**config.mk**
```make
export PLATFORM = sky130hd
export DESIGN_NAME = chunked_body_decoder_flat
export DESIGN_NICKNAME = d
export VERILOG_FILES = /design/src/cbd_pkg.sv /design/src/cbd_in_if.sv /design/src/cbd_out_if.sv /design/src/chunked_body_decoder.sv /design/src/cbd_in_stage.sv /design/src/cbd_step.sv /design/src/cbd_out_stage.sv /design/src/flat_wrapper.sv
export SDC_FILE = /design/constraint.sdc
export NUM_CORES = 1
export LEC_CHECK = 0
export ABC_AREA = 1
export BUFFER_PORTS_ARGS = -buffer_cell sky130_fd_sc_hd__buf_2
export CORE_MARGIN = 3
export CORE_UTILIZATION = 55
export DETAILED_ROUTE_END_ITERATION = 10
export GPL_TIMING_DRIVEN = 0
export PLACE_DENSITY_LB_ADDON = 0.1
export SYNTH_ARGS = -nofsm -noshare
export SYNTH_HDL_FRONTEND = slang
export SYNTH_SLANG_ARGS = --single-unit
```
**constraint.sdc**
```tcl
create_clock -name clk_i -period 2.55 [get_ports clk_i]
set_clock_uncertainty 0.05 [all_clocks]
set_input_delay 0.3825 -clock clk_i [delete_from_list [all_inputs] [get_ports clk_i]]
set_output_delay 0.3825 -clock clk_i [all_outputs]
set_load 0.01 [all_outputs]
```
**src/cbd_pkg.sv**
```systemverilog
package cbd_pkg;

  localparam logic [7:0] ChLf   = 8'h0A;
  localparam logic [7:0] ChSemi = 8'h3B;
  localparam int unsigned DigitBits = 4;

  typedef enum logic [1:0] {
    KIND_BODY  = 2'd0,
    KIND_DONE  = 2'd1,
    KIND_ERROR = 2'd2
  } kind_e;

  typedef enum logic [7:0] {
    PH_LEAD   = 8'b0000_0001,
    PH_DIGITS = 8'b0000_0010,
    PH_TAIL   = 8'b0000_0100,
    PH_EXT    = 8'b0000_1000,
    PH_BAD    = 8'b0001_0000,
    PH_DATA   = 8'b0010_0000,
    PH_TERM   = 8'b0100_0000,
    PH_TRAIL  = 8'b1000_0000
  } phase_e;

  typedef struct packed {
    logic [7:0] in_byte;
    logic       end_of_stream;
  } item_t;

  typedef struct packed {
    logic       valid;
    logic [7:0] out_byte;
    kind_e      out_kind;
  } res_t;

  typedef struct packed {
    logic fresh;
  } stat_t;

  function automatic logic is_space(input logic [7:0] c);
    return c inside {8'h20, 8'h09, 8'h0A, 8'h0B, 8'h0C, 8'h0D};
  endfunction

  // bit 4 flags a hex digit, bits 3:0 carry its value
  function automatic logic [DigitBits:0] hex_nibble(input logic [7:0] c);
    logic [7:0] v;
    v = 8'h00;
    if (c inside {[8'h30:8'h39]}) begin
      v = c - 8'h30;
      return {1'b1, v[DigitBits-1:0]};
    end else if (c inside {[8'h61:8'h66]}) begin
      v = c - 8'h57;
      return {1'b1, v[DigitBits-1:0]};
    end else if (c inside {[8'h41:8'h46]}) begin
      v = c - 8'h37;
      return {1'b1, v[DigitBits-1:0]};
    end
    return '0;
  endfunction

endpackage

```
**src/cbd_in_if.sv**
```systemverilog
interface cbd_in_if;
  logic       valid;
  logic       ready;
  logic [7:0] in_byte;
  logic       end_of_stream;

  modport source (output valid, in_byte, end_of_stream, input ready);
  modport sink (input valid, in_byte, end_of_stream, output ready);
endinterface

```
**src/cbd_out_if.sv**
```systemverilog
interface cbd_out_if;
  logic       valid;
  logic       ready;
  logic [7:0] out_byte;
  logic [1:0] out_kind;

  modport source (output valid, out_byte, out_kind, input ready);
  modport sink (input valid, out_byte, out_kind, output ready);
endinterface

```
**src/chunked_body_decoder.sv**
```systemverilog
// Chunked HTTP/1.1 body decoder.
// Input channel in_i carries one raw stream word per handshake: in_byte, or an
// end_of_stream mark whose byte is ignored. Output channel out_o carries at most
// one word per input word: a body byte (out_kind 0), body complete (1) or a
// framing error (2). Size lines, chunk terminators and trailers give no word.
// Throughput: one input word per cycle, sustained, while out_o takes its words.
// An accepted word is loaded into the input register; the parser step then
// updates its state and loads the result register, which drives out_o.valid.
// Reset clears both stage valids and returns the parser to await a new body.
// After a complete or an error word the parser restarts on the next byte.
// When out_o stalls, a held result stays put and the input register fills;
// in_i.ready then drops until out_o takes its word.
// COUNT_BITS sets the chunk size counter; larger sizes are framing errors.
module chunked_body_decoder import cbd_pkg::*; #(
  parameter int unsigned COUNT_BITS = 32
) (
  input  logic      clk_i,
  input  logic      rst_ni,
  cbd_in_if.sink    in_i,
  cbd_out_if.source out_o
);

  logic  s1_valid;
  item_t s1_item;
  item_t in_item;
  res_t  step_res;
  res_t  out_res;
  stat_t step_stat;
  logic  advance;
  logic  load;

  assign in_item = '{in_byte: in_i.in_byte, end_of_stream: in_i.end_of_stream};
  assign advance = s1_valid && (!out_res.valid || out_o.ready);
  assign in_i.ready = !s1_valid || advance;
  assign load = in_i.valid && in_i.ready;

  cbd_in_stage u_in (
    .clk_i     (clk_i),
    .rst_ni    (rst_ni),
    .load_i    (load),
    .advance_i (advance),
    .item_i    (in_item),
    .valid_o   (s1_valid),
    .item_o    (s1_item)
  );

  cbd_step #(
    .COUNT_BITS (COUNT_BITS)
  ) u_step (
    .clk_i     (clk_i),
    .rst_ni    (rst_ni),
    .advance_i (advance),
    .item_i    (s1_item),
    .res_o     (step_res),
    .stat_o    (step_stat)
  );

  cbd_out_stage u_out (
    .clk_i     (clk_i),
    .rst_ni    (rst_ni),
    .advance_i (advance),
    .ready_i   (out_o.ready),
    .res_i     (step_res),
    .res_o     (out_res)
  );

  assign out_o.valid    = out_res.valid;
  assign out_o.out_byte = out_res.out_byte;
  assign out_o.out_kind = out_res.out_kind;

  a_restart_after_final: assert property (@(posedge clk_i) disable iff (!rst_ni)
    advance && step_res.valid && step_res.out_kind != KIND_BODY |=> step_stat.fresh)
    else $error("parser not restarted after complete or error word");

  a_stop_clears_byte: assert property (@(posedge clk_i) disable iff (!rst_ni)
    out_res.valid && out_res.out_kind != KIND_BODY |-> out_res.out_byte == 8'h00)
    else $error("non-body word carries a byte");

  a_no_overrun: assert property (@(posedge clk_i) disable iff (!rst_ni)
    s1_valid && !advance |=> s1_valid && $stable(s1_item))
    else $error("input register lost a word while stalled");

endmodule

```
**src/cbd_in_stage.sv**
```systemverilog
module cbd_in_stage import cbd_pkg::*; (
  input  logic  clk_i,
  input  logic  rst_ni,
  input  logic  load_i,
  input  logic  advance_i,
  input  item_t item_i,
  output logic  valid_o,
  output item_t item_o
);

  logic  valid_q;
  item_t item_q;

  always_ff @(posedge clk_i or negedge rst_ni) begin
    if (!rst_ni) begin
      valid_q <= 1'b0;
    end else if (load_i) begin
      valid_q <= 1'b1;
    end else if (advance_i) begin
      valid_q <= 1'b0;
    end
  end

  always_ff @(posedge clk_i) begin
    if (load_i) begin
      item_q <= item_i;
    end
  end

  assign valid_o = valid_q;
  assign item_o  = item_q;

endmodule

```
**src/cbd_step.sv**
```systemverilog
module cbd_step import cbd_pkg::*; #(
  parameter int unsigned COUNT_BITS = 32
) (
  input  logic  clk_i,
  input  logic  rst_ni,
  input  logic  advance_i,
  input  item_t item_i,
  output res_t  res_o,
  output stat_t stat_o
);

  phase_e                phase_q, phase_d;
  logic [COUNT_BITS-1:0] rem_q, rem_d;
  logic                  digit_q, digit_d;
  logic                  text_q, text_d;

  always_comb begin
    logic [7:0]           c;
    logic [DigitBits:0]   nib;
    logic                 restart;
    c       = item_i.in_byte;
    nib     = hex_nibble(c);
    restart = 1'b0;
    phase_d = phase_q;
    rem_d   = rem_q;
    digit_d = digit_q;
    text_d  = text_q;
    res_o   = '{valid: 1'b0, out_byte: 8'h00, out_kind: KIND_BODY};

    if (item_i.end_of_stream) begin
      res_o.valid    = 1'b1;
      res_o.out_kind = KIND_ERROR;
      restart        = 1'b1;
    end else begin
      case (phase_q)
        PH_LEAD, PH_DIGITS, PH_TAIL, PH_EXT, PH_BAD: begin
          if (c == ChLf) begin
            if (phase_q == PH_BAD || !digit_q) begin
              res_o.valid    = 1'b1;
              res_o.out_kind = KIND_ERROR;
              restart        = 1'b1;
            end else begin
              digit_d = 1'b0;
              text_d  = 1'b0;
              phase_d = (rem_q == '0) ? PH_TRAIL : PH_DATA;
            end
          end else if (phase_q == PH_EXT || phase_q == PH_BAD) begin
            phase_d = phase_q;
          end else if (c == ChSemi) begin
            phase_d = PH_EXT;
          end else if (is_space(c)) begin
            if (phase_q == PH_DIGITS) begin
              phase_d = PH_TAIL;
            end
          end else if (nib[DigitBits] && phase_q != PH_TAIL) begin
            if (rem_q[COUNT_BITS-1 -: DigitBits] != '0) begin
              phase_d = PH_BAD;
            end else begin
              rem_d   = {rem_q[COUNT_BITS-DigitBits-1:0], nib[DigitBits-1:0]};
              digit_d = 1'b1;
              phase_d = PH_DIGITS;
            end
          end else begin
            phase_d = PH_BAD;
          end
        end
        PH_DATA: begin
          rem_d          = rem_q - COUNT_BITS'(1);
          res_o.valid    = 1'b1;
          res_o.out_byte = c;
          res_o.out_kind = KIND_BODY;
          if (rem_d == '0) begin
            phase_d = PH_TERM;
            text_d  = 1'b0;
          end
        end
        PH_TERM: begin
          if (c == ChLf) begin
            if (text_q) begin
              res_o.valid    = 1'b1;
              res_o.out_kind = KIND_ERROR;
            end
            restart = 1'b1;
          end else if (!is_space(c)) begin
            text_d = 1'b1;
          end
        end
        PH_TRAIL: begin
          if (c == ChLf) begin
            if (!text_q) begin
              res_o.valid    = 1'b1;
              res_o.out_kind = KIND_DONE;
              restart        = 1'b1;
            end else begin
              text_d = 1'b0;
            end
          end else if (!is_space(c)) begin
            text_d = 1'b1;
          end
        end
        default: begin
          restart = 1'b1;
        end
      endcase
    end

    if (restart) begin
      phase_d = PH_LEAD;
      rem_d   = '0;
      digit_d = 1'b0;
      text_d  = 1'b0;
    end
  end

  always_ff @(posedge clk_i or negedge rst_ni) begin
    if (!rst_ni) begin
      phase_q <= PH_LEAD;
      rem_q   <= '0;
      digit_q <= 1'b0;
      text_q  <= 1'b0;
    end else if (advance_i) begin
      phase_q <= phase_d;
      rem_q   <= rem_d;
      digit_q <= digit_d;
      text_q  <= text_d;
    end
  end

  assign stat_o.fresh = (phase_q == PH_LEAD) && (rem_q == '0) && !digit_q && !text_q;

endmodule

```
**src/cbd_out_stage.sv**
```systemverilog
module cbd_out_stage import cbd_pkg::*; (
  input  logic clk_i,
  input  logic rst_ni,
  input  logic advance_i,
  input  logic ready_i,
  input  res_t res_i,
  output res_t res_o
);

  logic       valid_q;
  logic [7:0] byte_q;
  kind_e      kind_q;

  always_ff @(posedge clk_i or negedge rst_ni) begin
    if (!rst_ni) begin
      valid_q <= 1'b0;
    end else if (advance_i) begin
      valid_q <= res_i.valid;
    end else if (ready_i) begin
      valid_q <= 1'b0;
    end
  end

  always_ff @(posedge clk_i) begin
    if (advance_i && res_i.valid) begin
      byte_q <= res_i.out_byte;
      kind_q <= res_i.out_kind;
    end
  end

  assign res_o = '{valid: valid_q, out_byte: byte_q, out_kind: kind_q};

endmodule

```
**src/flat_wrapper.sv**
```systemverilog
// flat-port wrapper written by rule: the top's interface ports become plain ports
module chunked_body_decoder_flat import cbd_pkg::*;
#(
  parameter int unsigned COUNT_BITS = 32
)
  (clk_i, rst_ni, in_i_valid, in_i_in_byte, in_i_end_of_stream, in_i_ready, out_o_valid, out_o_out_byte, out_o_out_kind, out_o_ready);
  cbd_in_if in_i_i ();
  cbd_out_if out_o_i ();
  input  logic clk_i;
  input  logic rst_ni;
  input wire logic [$bits(in_i_i.valid)-1:0] in_i_valid;
  input wire logic [$bits(in_i_i.in_byte)-1:0] in_i_in_byte;
  input wire logic [$bits(in_i_i.end_of_stream)-1:0] in_i_end_of_stream;
  output wire logic [$bits(in_i_i.ready)-1:0] in_i_ready;
  output wire logic [$bits(out_o_i.valid)-1:0] out_o_valid;
  output wire logic [$bits(out_o_i.out_byte)-1:0] out_o_out_byte;
  output wire logic [$bits(out_o_i.out_kind)-1:0] out_o_out_kind;
  input wire logic [$bits(out_o_i.ready)-1:0] out_o_ready;
  assign in_i_i.valid = in_i_valid;
  assign in_i_i.in_byte = in_i_in_byte;
  assign in_i_i.end_of_stream = in_i_end_of_stream;
  assign in_i_ready = in_i_i.ready;
  assign out_o_valid = out_o_i.valid;
  assign out_o_out_byte = out_o_i.out_byte;
  assign out_o_out_kind = out_o_i.out_kind;
  assign out_o_i.ready = out_o_ready;
  chunked_body_decoder #(.COUNT_BITS(COUNT_BITS)) u_core (.clk_i(clk_i), .rst_ni(rst_ni), .in_i(in_i_i), .out_o(out_o_i));
endmodule
```
After elaboration in Yosys (flattened, before gate mapping)
Index checks and enable logic that the tools add are counted.
{"block": "word_totals", "ram_bits": 0, "romBits": 0, "memories": 0, "latch_bits": 0, "inputBits": 13, "output_inout_bits": 12, "ff_bits": 63, "elab_cells": 155}
{"block": "op_classes", "n_eq_ne": 35, "n_bitwise": 1, "div_mod_pow": 0, "order_cmp": 6, "multipliers": 0, "addsub": 4, "shift": 0, "reduce_logical": 30, "muxes": 69}
{"op": "$mux 32", "n": 8}
{"op": "$mux 8", "n": 10}
{"op": "$logic_not 32->1", "n": 2}
{"op": "$pmux 32 s2", "n": 1}
{"op": "$eq 8x4->1 const B", "n": 6}
{"op": "$mux 1", "n": 35}
{"op": "$sub 32x1->32 const B", "n": 1}
{"op": "$mux 5", "n": 6}
{"op": "$ne 3x3->1 const B", "n": 10}
{"op": "$eq 8x6->1 const B", "n": 3}
{"op": "$reduce_and 9->1", "n": 2}
{"op": "$ge 8x7->1 const B", "n": 2}
{"op": "$le 8x7->1 const B", "n": 2}
{"op": "$pmux 8 s2", "n": 1}
{"op": "$reduce_and 7->1", "n": 2}
{"op": "$pmux 1 s4", "n": 3}
{"op": "$ne 3x1->1 const B", "n": 3}
{"op": "$eq 8x1->1 const B", "n": 1}
{"op": "$eq 8x2->1 const B", "n": 1}
{"op": "$eq 8x3->1 const B", "n": 1}
{"op": "$eq 8x5->1 const B", "n": 1}
{"op": "$eq 8x7->1 const B", "n": 1}
{"op": "$eq 8x8->1 const B", "n": 1}
{"op": "$ge 8x6->1 const B", "n": 1}
{"op": "21 further kinds", "n": 41}

Depth between registers and ports, before layout
Gate-level depths: netlist of the first run.
{"block": "depth", "word_depth": 15, "depth_mapped": 18}

By module
Synthesis of the first run repeated with hierarchy kept, for this count alone.
{"block": "unflattened", "hier_cells": 703, "hier_area_um2": 4635.7}
{"mod": "cbd_step", "seq_area_each_um2": 1052.3, "n_inst": 1, "area_per_inst_um2": 3950.0, "cells_per_inst": 667}
{"mod": "cbd_out_stage", "seq_area_each_um2": 325.3, "n_inst": 1, "area_per_inst_um2": 351.6, "cells_per_inst": 17}
{"mod": "cbd_in_stage", "seq_area_each_um2": 295.3, "n_inst": 1, "area_per_inst_um2": 310.3, "cells_per_inst": 14}
{"mod": "chunked_body_decoder", "seq_area_each_um2": 0.0, "n_inst": 1, "area_per_inst_um2": 23.8, "cells_per_inst": 5}

Least setup slack after synthesis of the first run
No wires, ideal clock.
{"block": "synth_path", "kind": "reg2reg", "start": "register u_core.u_step.rem_q[0]", "end": "register u_core.u_step.text_q", "arrival_time_ps": 1982, "slack_ps": 401, "period_less_slack_ps": 2149, "stages_incl_launch_ff": 18, "t_required_ps": 2384, "path_buffers": 2, "path_cell_list": "dfrtp_1 -> inv_1 -> ha_1 -> nand3_2 -> nor2_2 -> buf_4 -> nand2_1 -> o21ai_1 -> nand2_1 -> nor2_1 -> nand2_1 -> nor2_1 -> nand3_1 -> nand2_1 -> buf_6 -> nand2_1 -> nand2_1 -> nand2_1"}
{"block": "synth_via", "elab_chain_cells": 4}
{"element": "start, declared", "line_no": "cbd_step.sv:13", "rtl": "logic [COUNT_BITS-1:0] rem_q, rem_d;"}
{"element": "start signal, assigned", "line_no": "cbd_step.sv:123", "rtl": "rem_q <= rem_d;"}
{"element": "$sub 32x1->32", "line_no": "cbd_step.sv:68", "rtl": "rem_d = rem_q - COUNT_BITS'(1);"}
{"element": "$logic_not 32->1", "line_no": "cbd_step.sv:72", "rtl": "if (rem_d == '0) begin"}
{"element": "$ne 3x3->1 (no line)"}
{"element": "$reduce_and 7->1 (no line)"}
{"element": "end signal, assigned", "line_no": "cbd_step.sv:125", "rtl": "text_q <= text_d;"}
{"element": "end, declared", "line_no": "cbd_step.sv:15", "rtl": "logic text_q, text_d;"}
Every way passes these cells.
A chain may end at the register's enable or synchronous reset.

Worst setup path after layout of the first run
{"block": "layout_path", "start": "register u_core.u_step.rem_q[7]", "end": "register u_core.u_step.text_q"}
The elaborated chain is that of the path after synthesis.

==> parameters.txt, run 1 <==
Parameter                              Value

STA
  Maximum clock frequency ... 0.417 GHz
  Slew Viols, Final ... 0
  Shortest period the worst path allows ... 2.40 ns
  Worst hold slack ... 0.142 ns
  Smallest setup slack after layout ... 0.155 ns
  Slew Limit Headroom ... 0.320
  Final hold viol count ... 0
  Least-Margin Pin Slew ... 1.02 ns
  Count of final setup violators ... 0
  Period Utilization, post-route ... 0.939

Routing
  Detail Route Antenna Nets ... 0
  Drt first pass iters ... 5
  Total number of vias ... 4,710
  Post-detailed-route via-to-cell ratio ... 5.57
  WL final ... 12.3 mm
  Per-cell routed wire length ... 14.6 um
  Drt drc ... 0
  Drt first-iter violations ... 492

Critical path
  Top fanout value on the critical path ... 10
  Type of the worst setup path ... flop to flop
  Worst EP required ... 2.76 ns
  Arrival time worst endpoint ... 2.60 ns
  Worst R2R Setup Slack ... 0.15 ns
  Kind of start point of the critical path ... flop
  Category of the worst setup path capture point ... flop

Global route
  Vias in the first global route ... 4,321
  Overflow after GRT ... 0
  Antenna violations before repair ... 0
  Global router's overall resource usage ... 0.267
  Maximum number of pins on one net before global-route repair ... 45
  Wire length of the first global-routing pass ... 20.6 mm

Die
  Core area ... 7890 um2
  Width of the die ... 97.1 um
  Height of the chip ... 97.1 um
  Number of standard-cell rows in the floorplan ... 32
  Initial Util ... 0.579
  Full die area ... 9440 um2
  Number of top-level pins ... 25

Synthesis
  Warnings from Yosys ... 0
  Synth Net Count ... 717
  Cell variety after synth ... 35
  Sequential-to-total area share from yosys stat ... 0.366
  Syn Inst Count ... 697
  Number of synthesized register bits ... 63
  Synthesized area divided by synthesized cell count ... 6.55 um2
  Post-synthesis instance area ... 4570 um2

Min path
  Class of the most critical hold timing path ... input pin to asynchronous set/reset pin

Clocking
  Number of buffers between clock root and the deepest sink ... 2
  Clock root buffer ... clkbuf_8
  Post-cts hold buffer count ... 0
  CTS H-tree lvls ... 3
  Clock latency at the later pin of the worst-skew pair ... 0.36 ns
  TritonCTS clock tree ... done
  Clock sink count ... 63
  Total CTS buffers ... 9
  CTS clock-pin slew for the worst setup and hold paths ... 0.09 ns

Power and ir drop
  Leak ... 2.53 nW
  Design Power ... 3.13 mW
  Switching power ... 1.30 mW
  Cell-internal power ... 1.83 mW
  Clock network fraction of total power ... 0.263
  Proportion of power drawn by combinational gates ... 0.373
  Share of total power consumed by net switching ... 0.415
  Power per standard cell area ... 611 nW/um2
  Peak supply drop ... 336 uV
  Reg power frac ... 0.364

Placed design
  Last weighted congestion value of the routability-driven placer ... 1.00
  Worst slack after detailed placement ... -0.0421 ns
  Port Buffer Count ... 24
  HPWL after detailed placement ... 9.32 mm

Layout
  Share of cells above drive strength 1 ... 0.151
  Most frequent cells in the layout ... 215 x nand2_1, 124 x nor2_1, 60 x inv_1
  Most common cell after layout, fill and taps aside ... nand2_1
  Area grow syn2layout ... 11.9%
  Number of antenna diodes ... 0
  End-of-flow core utilization ... 0.648
  Fill count ... 729
  Nets ... 758

Job
  Max_cap viols ... 0

Outcome
  Status ... completed
-- cell usage after synthesis, drive strengths merged --
cell type,count,area (um2)
nor3,2,10.0
nand4,11,68.8
nand2,224,863
ha,7,87.6
or2,1,6.26
dfrtp,43,1080
o211ai,3,22.5
a21oi,40,211
edfxtp,19,571
clkbuf,8,30.0
o21ai,45,229
xor2,7,61.3
dfstp,1,26.3
nor2,144,614
inv,76,285
nand3b,2,15.0
nor4,3,18.8
nand3,48,273
o21a,1,7.51
a211oi,1,7.51
buf,11,83.8
-- registers in the layout, summed over array words and instances (netlist names) --
| register | flops |
|---|---|
| u_core.u_step.rem_q | 32 |
| u_core.u_in.item_o | 9 |
| u_core.u_out.byte_q | 8 |
| u_core.u_step.phase_q | 8 |
| u_core.u_out.kind_q | 2 |
| u_core.u_in.valid_o | 1 |
| u_core.u_out.valid_q | 1 |
| u_core.u_step.digit_q | 1 |
| u_core.u_step.text_q | 1 |
-- layer usage --
metal  routed length [um]  vias up  part of all wire  GRT usage
met1                 5640     2190              0.46      0.390
met4                  131        0             0.011     0.0734
met5                    0        -                 0          0
li1                     -     2303                 -          -
met2                 5500      206              0.45      0.410
met3                 1050       11             0.085     0.0452
-- area by class of cell --
cell class              instances  area (um2)  area share
plain buffers                  19         123      0.0240
clock buffers                   9         124      0.0242
clock inverters                 7        55.1      0.0108
inverters                      76         289      0.0565
multi-input cells             539        2560       0.500
flip-flops and latches         63        1670       0.327
well taps                     102         128      0.0250
repair buffers                 30         165      0.0323
-- timing repair --
action,in CTS,in global routing
gates resized for setup,2,22
pin swaps,0,3
buffers inserted,0,6
endpoints found under the setup margin,18,48
-- critical path, stage by stage, from the launching register on --
cell     delay [ns]
dfrtp_1        0.48
nor2_4         0.21
nand2_1        0.09
inv_1          0.06
nand2_1        0.05
nor2_1         0.25
nand2_1        0.10
nand2_1        0.07
nand2_1        0.08
nor2_1         0.10
nand2_1        0.08
nor2_1         0.14
nand3_1        0.12
nand2_2        0.11
buf_6          0.14
nand2_1        0.06
nand2_1        0.06
nand2_1        0.04
-- per-stage QoR --
stage	area [um2]	instances	setup TNS [ns]
floorplan	4570	697	0
global placement	4820	823	0
detailed placement	4820	823	-0.0990
CTS	5000	839	0
global route	5110	845	-0.00727
finish	5110	845	0
-- kinds of logic after synthesis --
| group | count (synthesis) | synth area share |
|---|---|---|
| AO/OA/AOI/OAI | 90 | 0.105 |
| AND/OR/NAND/NOR | 435 | 0.409 |
| adder cells (fa/ha/maj) | 7 | 0.0192 |
| flip-flops | 63 | 0.366 |
| buffers and inverters | 95 | 0.0874 |
| XOR/XNOR | 7 | 0.0134 |
-- power groups by stage --
stage / clock network (mW) / registers, mW / logic, mW
after floorplan: 0 / 1.16 / 0.818
after global placement: 0 / 1.16 / 1.06
after detailed placement: 0 / 1.16 / 1.08
after CTS: 0.837 / 1.14 / 1.09
after global routing: 0.885 / 1.14 / 1.28
final: 0.822 / 1.14 / 1.17
-- path summary, 6_finish.rpt --
| path | startpoint | endpoint | cells past startpoint |
|---|---|---|---|
| max in group asynchronous | rst_ni | u_core.u_step.rem_q[0] | 1 |
| hold reg to reg | u_core.u_step.phase_q[0] | u_core.u_step.phase_q[0] | 2 |
| setup reg to reg | u_core.u_step.rem_q[7] | u_core.u_step.text_q | 17 |
| setup / recovery | u_core.u_step.rem_q[7] | u_core.u_step.text_q | 17 |
| min in group clk_i | in_i_in_byte[5] | u_core.u_in.item_o[6] | 1 |
| hold / removal | rst_ni | u_core.u_step.phase_q[3] | 1 |
Note: power is estimated with default switching activity, not from simulation.
==> run 2: changes to the inputs <==
--- a/config.mk
+++ b/config.mk
@@ -8,7 +8,7 @@
 export ABC_AREA = 1
 export BUFFER_PORTS_ARGS = -buffer_cell sky130_fd_sc_hd__buf_2
 export CORE_MARGIN = 3
-export CORE_UTILIZATION = 55
+export CORE_UTILIZATION = 38
 export DETAILED_ROUTE_END_ITERATION = 10
 export GPL_TIMING_DRIVEN = 0
 export PLACE_DENSITY_LB_ADDON = 0.1
==> parameters.txt, run 2 (synthesis results as in run 1) <==
Parameter                              Value

Outcome
  Status ... completed

STA
  Slew Limit Headroom ... 0.288
  RSZ-0062 raised after global routing ... yes
  Least-Margin Pin Slew ... 1.07 ns
  Period Utilization, post-route ... 0.934
  Maximum clock frequency ... 0.420 GHz
  Count of final setup violators ... 0
  Final hold viol count ... 0
  Slew Viols, Final ... 0
  Worst hold slack ... 0.163 ns
  Shortest period the worst path allows ... 2.38 ns

Clocking
  Clock sink count ... 63
  Total CTS buffers ... 9
  CTS H-tree lvls ... 3
  Clock root buffer ... clkbuf_16
  TritonCTS clock tree ... done
  CTS clock-pin slew for the worst setup and hold paths ... 0.06 ns
  Number of buffers between clock root and the deepest sink ... 2
  Clock latency at the later pin of the worst-skew pair ... 0.35 ns

Global route
  Wire length of the first global-routing pass ... 21.2 mm
  GR Util met2 ... 0.308
  Overflow after GRT ... 0
  Met3 usage in global routing ... 0.0376
  Global router's overall resource usage ... 0.203
  Antenna violations before repair ... 0
  Maximum number of pins on one net before global-route repair ... 45
  Vias in the first global route ... 4,199
  Most congested layer reported by global routing ... met2
  Global Route met1 Usage ... 0.297

Placed design
  Last weighted congestion value of the routability-driven placer ... 0.957
  Port Buffer Count ... 24
  HPWL after detailed placement ... 9.88 mm

Critical path
  Worst R2R Start ... u_core.u_step.phase_q[0]
  Top fanout value on the critical path ... 10
  Crit path from ... u_core.u_step.phase_q[0]
  Type of the worst setup path ... flop to flop
  Arrival time worst endpoint ... 2.40 ns
  Crit path cell chain ... nor2_2, nand2_2, nor2_1, inv_2, clkbuf_1, nand3_1, nand2_1, clkinvlp_4
  Cell with the biggest individual delay on the critical path ... dfstp_2
  Worst EP required ... 2.56 ns
  Category of the worst setup path capture point ... flop
  Kind of start point of the critical path ... flop
  Critical path's largest stage delay ... 0.55 ns
  Worst-case reg-to-reg path depth ... 8

Routing
  Drt drc ... 0
  Detail Route Antenna Nets ... 0
  Per-cell routed wire length ... 14.5 um
  Drt first-iter violations ... 283
  Drt first pass iters ... 5
  Post-detailed-route via-to-cell ratio ... 5.14
  Total number of vias ... 4,540
  WL final ... 12.8 mm

Layout
  Number of flip-flops under the largest register name ... 32
  Most frequent cells in the layout ... 216 x nand2_1, 127 x nor2_1, 60 x inv_1
  End-of-flow core utilization ... 0.456
  Area grow syn2layout ... 15.4%
  Share of cells above drive strength 1 ... 0.144
  Biggest register ... u_core.u_step.rem_q
  Nets ... 756
  Number of antenna diodes ... 0
  Most common cell after layout, fill and taps aside ... nand2_1

Job
  Max_cap viols ... 0

Die
  Number of top-level pins ... 25
  Number of standard-cell rows in the floorplan ... 39
  Core area ... 11,600 um2
  Width of the die ... 116 um
  Full die area ... 13,400 um2
  Height of the chip ... 116 um
  Initial Util ... 0.395

Min path
  Hold path startpoint ... in_i_in_byte[2]
  Worst hold path stage count ... 1
  Class of the most critical hold timing path ... input pin to flop

Power and ir drop
  Power per standard cell area ... 692 nW/um2
  Peak supply drop ... 357 uV
  Leak ... 2.58 nW
## run 2: cell types whose count changed in the layout (fill, tap and decap cells not counted), sizes merged
cell      delta
clkinvlp     +2
inv          -2
clkinv       -1
buf          -3
bufinv       +2
## run 2: timing repair
item / 4_1_cts / 5_1_grt
buffers inserted: 0 / 3
cloned: 0 / 1
pin swaps: 0 / 2
setup endpoints to repair: 10 / 52
hold endpoints to repair: 0 / 0
hold buffers: 0 / 0
resized for setup: 1 / 20
## run 2: worst paths after layout
kind	endpoint	slack [ns]
max	u_core.u_out.kind_q[1]	0.17
min	u_core.u_in.item_o[3]	0.16
max reg2reg	u_core.u_out.kind_q[1]	0.17
min reg2reg	u_core.u_step.phase_q[0]	0.43
max in group asynchronous	u_core.u_step.rem_q[0]	1.54
min in group asynchronous	u_core.u_step.phase_q[1]	0.18
## run 2: area by class of cell
| type | count | area, um2 |
|---|---|---|
| Buffer | 19 | 124 |
| Clock buffer | 9 | 225 |
| Clock inverter | 7 | 96.3 |
| Fill cell | 1198 | 6290 |
| Inverter | 76 | 289 |
| Multi-Input combinational cell | 539 | 2540 |
| Sequential cell | 63 | 1670 |
| Tap cell | 143 | 179 |
| Timing Repair Buffer | 27 | 143 |
| Timing Repair inverter | 1 | 7.51 |
## run 2: power by group
group / internal (mW) / total, mW / switching, mW
clock network: 0.857 / 1.36 / 0.502
registers: 1.10 / 1.14 / 0.0415
logic: 0.351 / 1.15 / 0.795
total: 2.31 / 3.65 / 1.34
## run 2: metal layers
metal | vias to the layer above | routed length (um) | part of all wire
li1 | 2309 | - | -
met5 | - | 0 | 0
met2 | 94 | 5640 | 0.44
met4 | 0 | 158 | 0.012
met3 | 12 | 584 | 0.046
met1 | 2125 | 6440 | 0.50
## run 2: critical path, delay by kind of cell, from the launching register on
kind / cells / cell delay, ns
buf+inv: 3 / 0.87
simple gates: 5 / 0.63
flops: 1 / 0.55
## run 2: through the flow
step	setup WS, ns	std cells	power, mW	setup TNS (ns)	instance area [um2]
after global routing	-0.00866	884	3.85	-0.0144	5270
after CTS	0.00901	880	3.64	0	5190
final	0.168	884	3.65	0	5270
after global placement	0.0471	864	2.24	0	4870
after floorplan	0.401	697	1.97	0	4570
after detailed placement	-0.0372	864	2.26	-0.369	4870
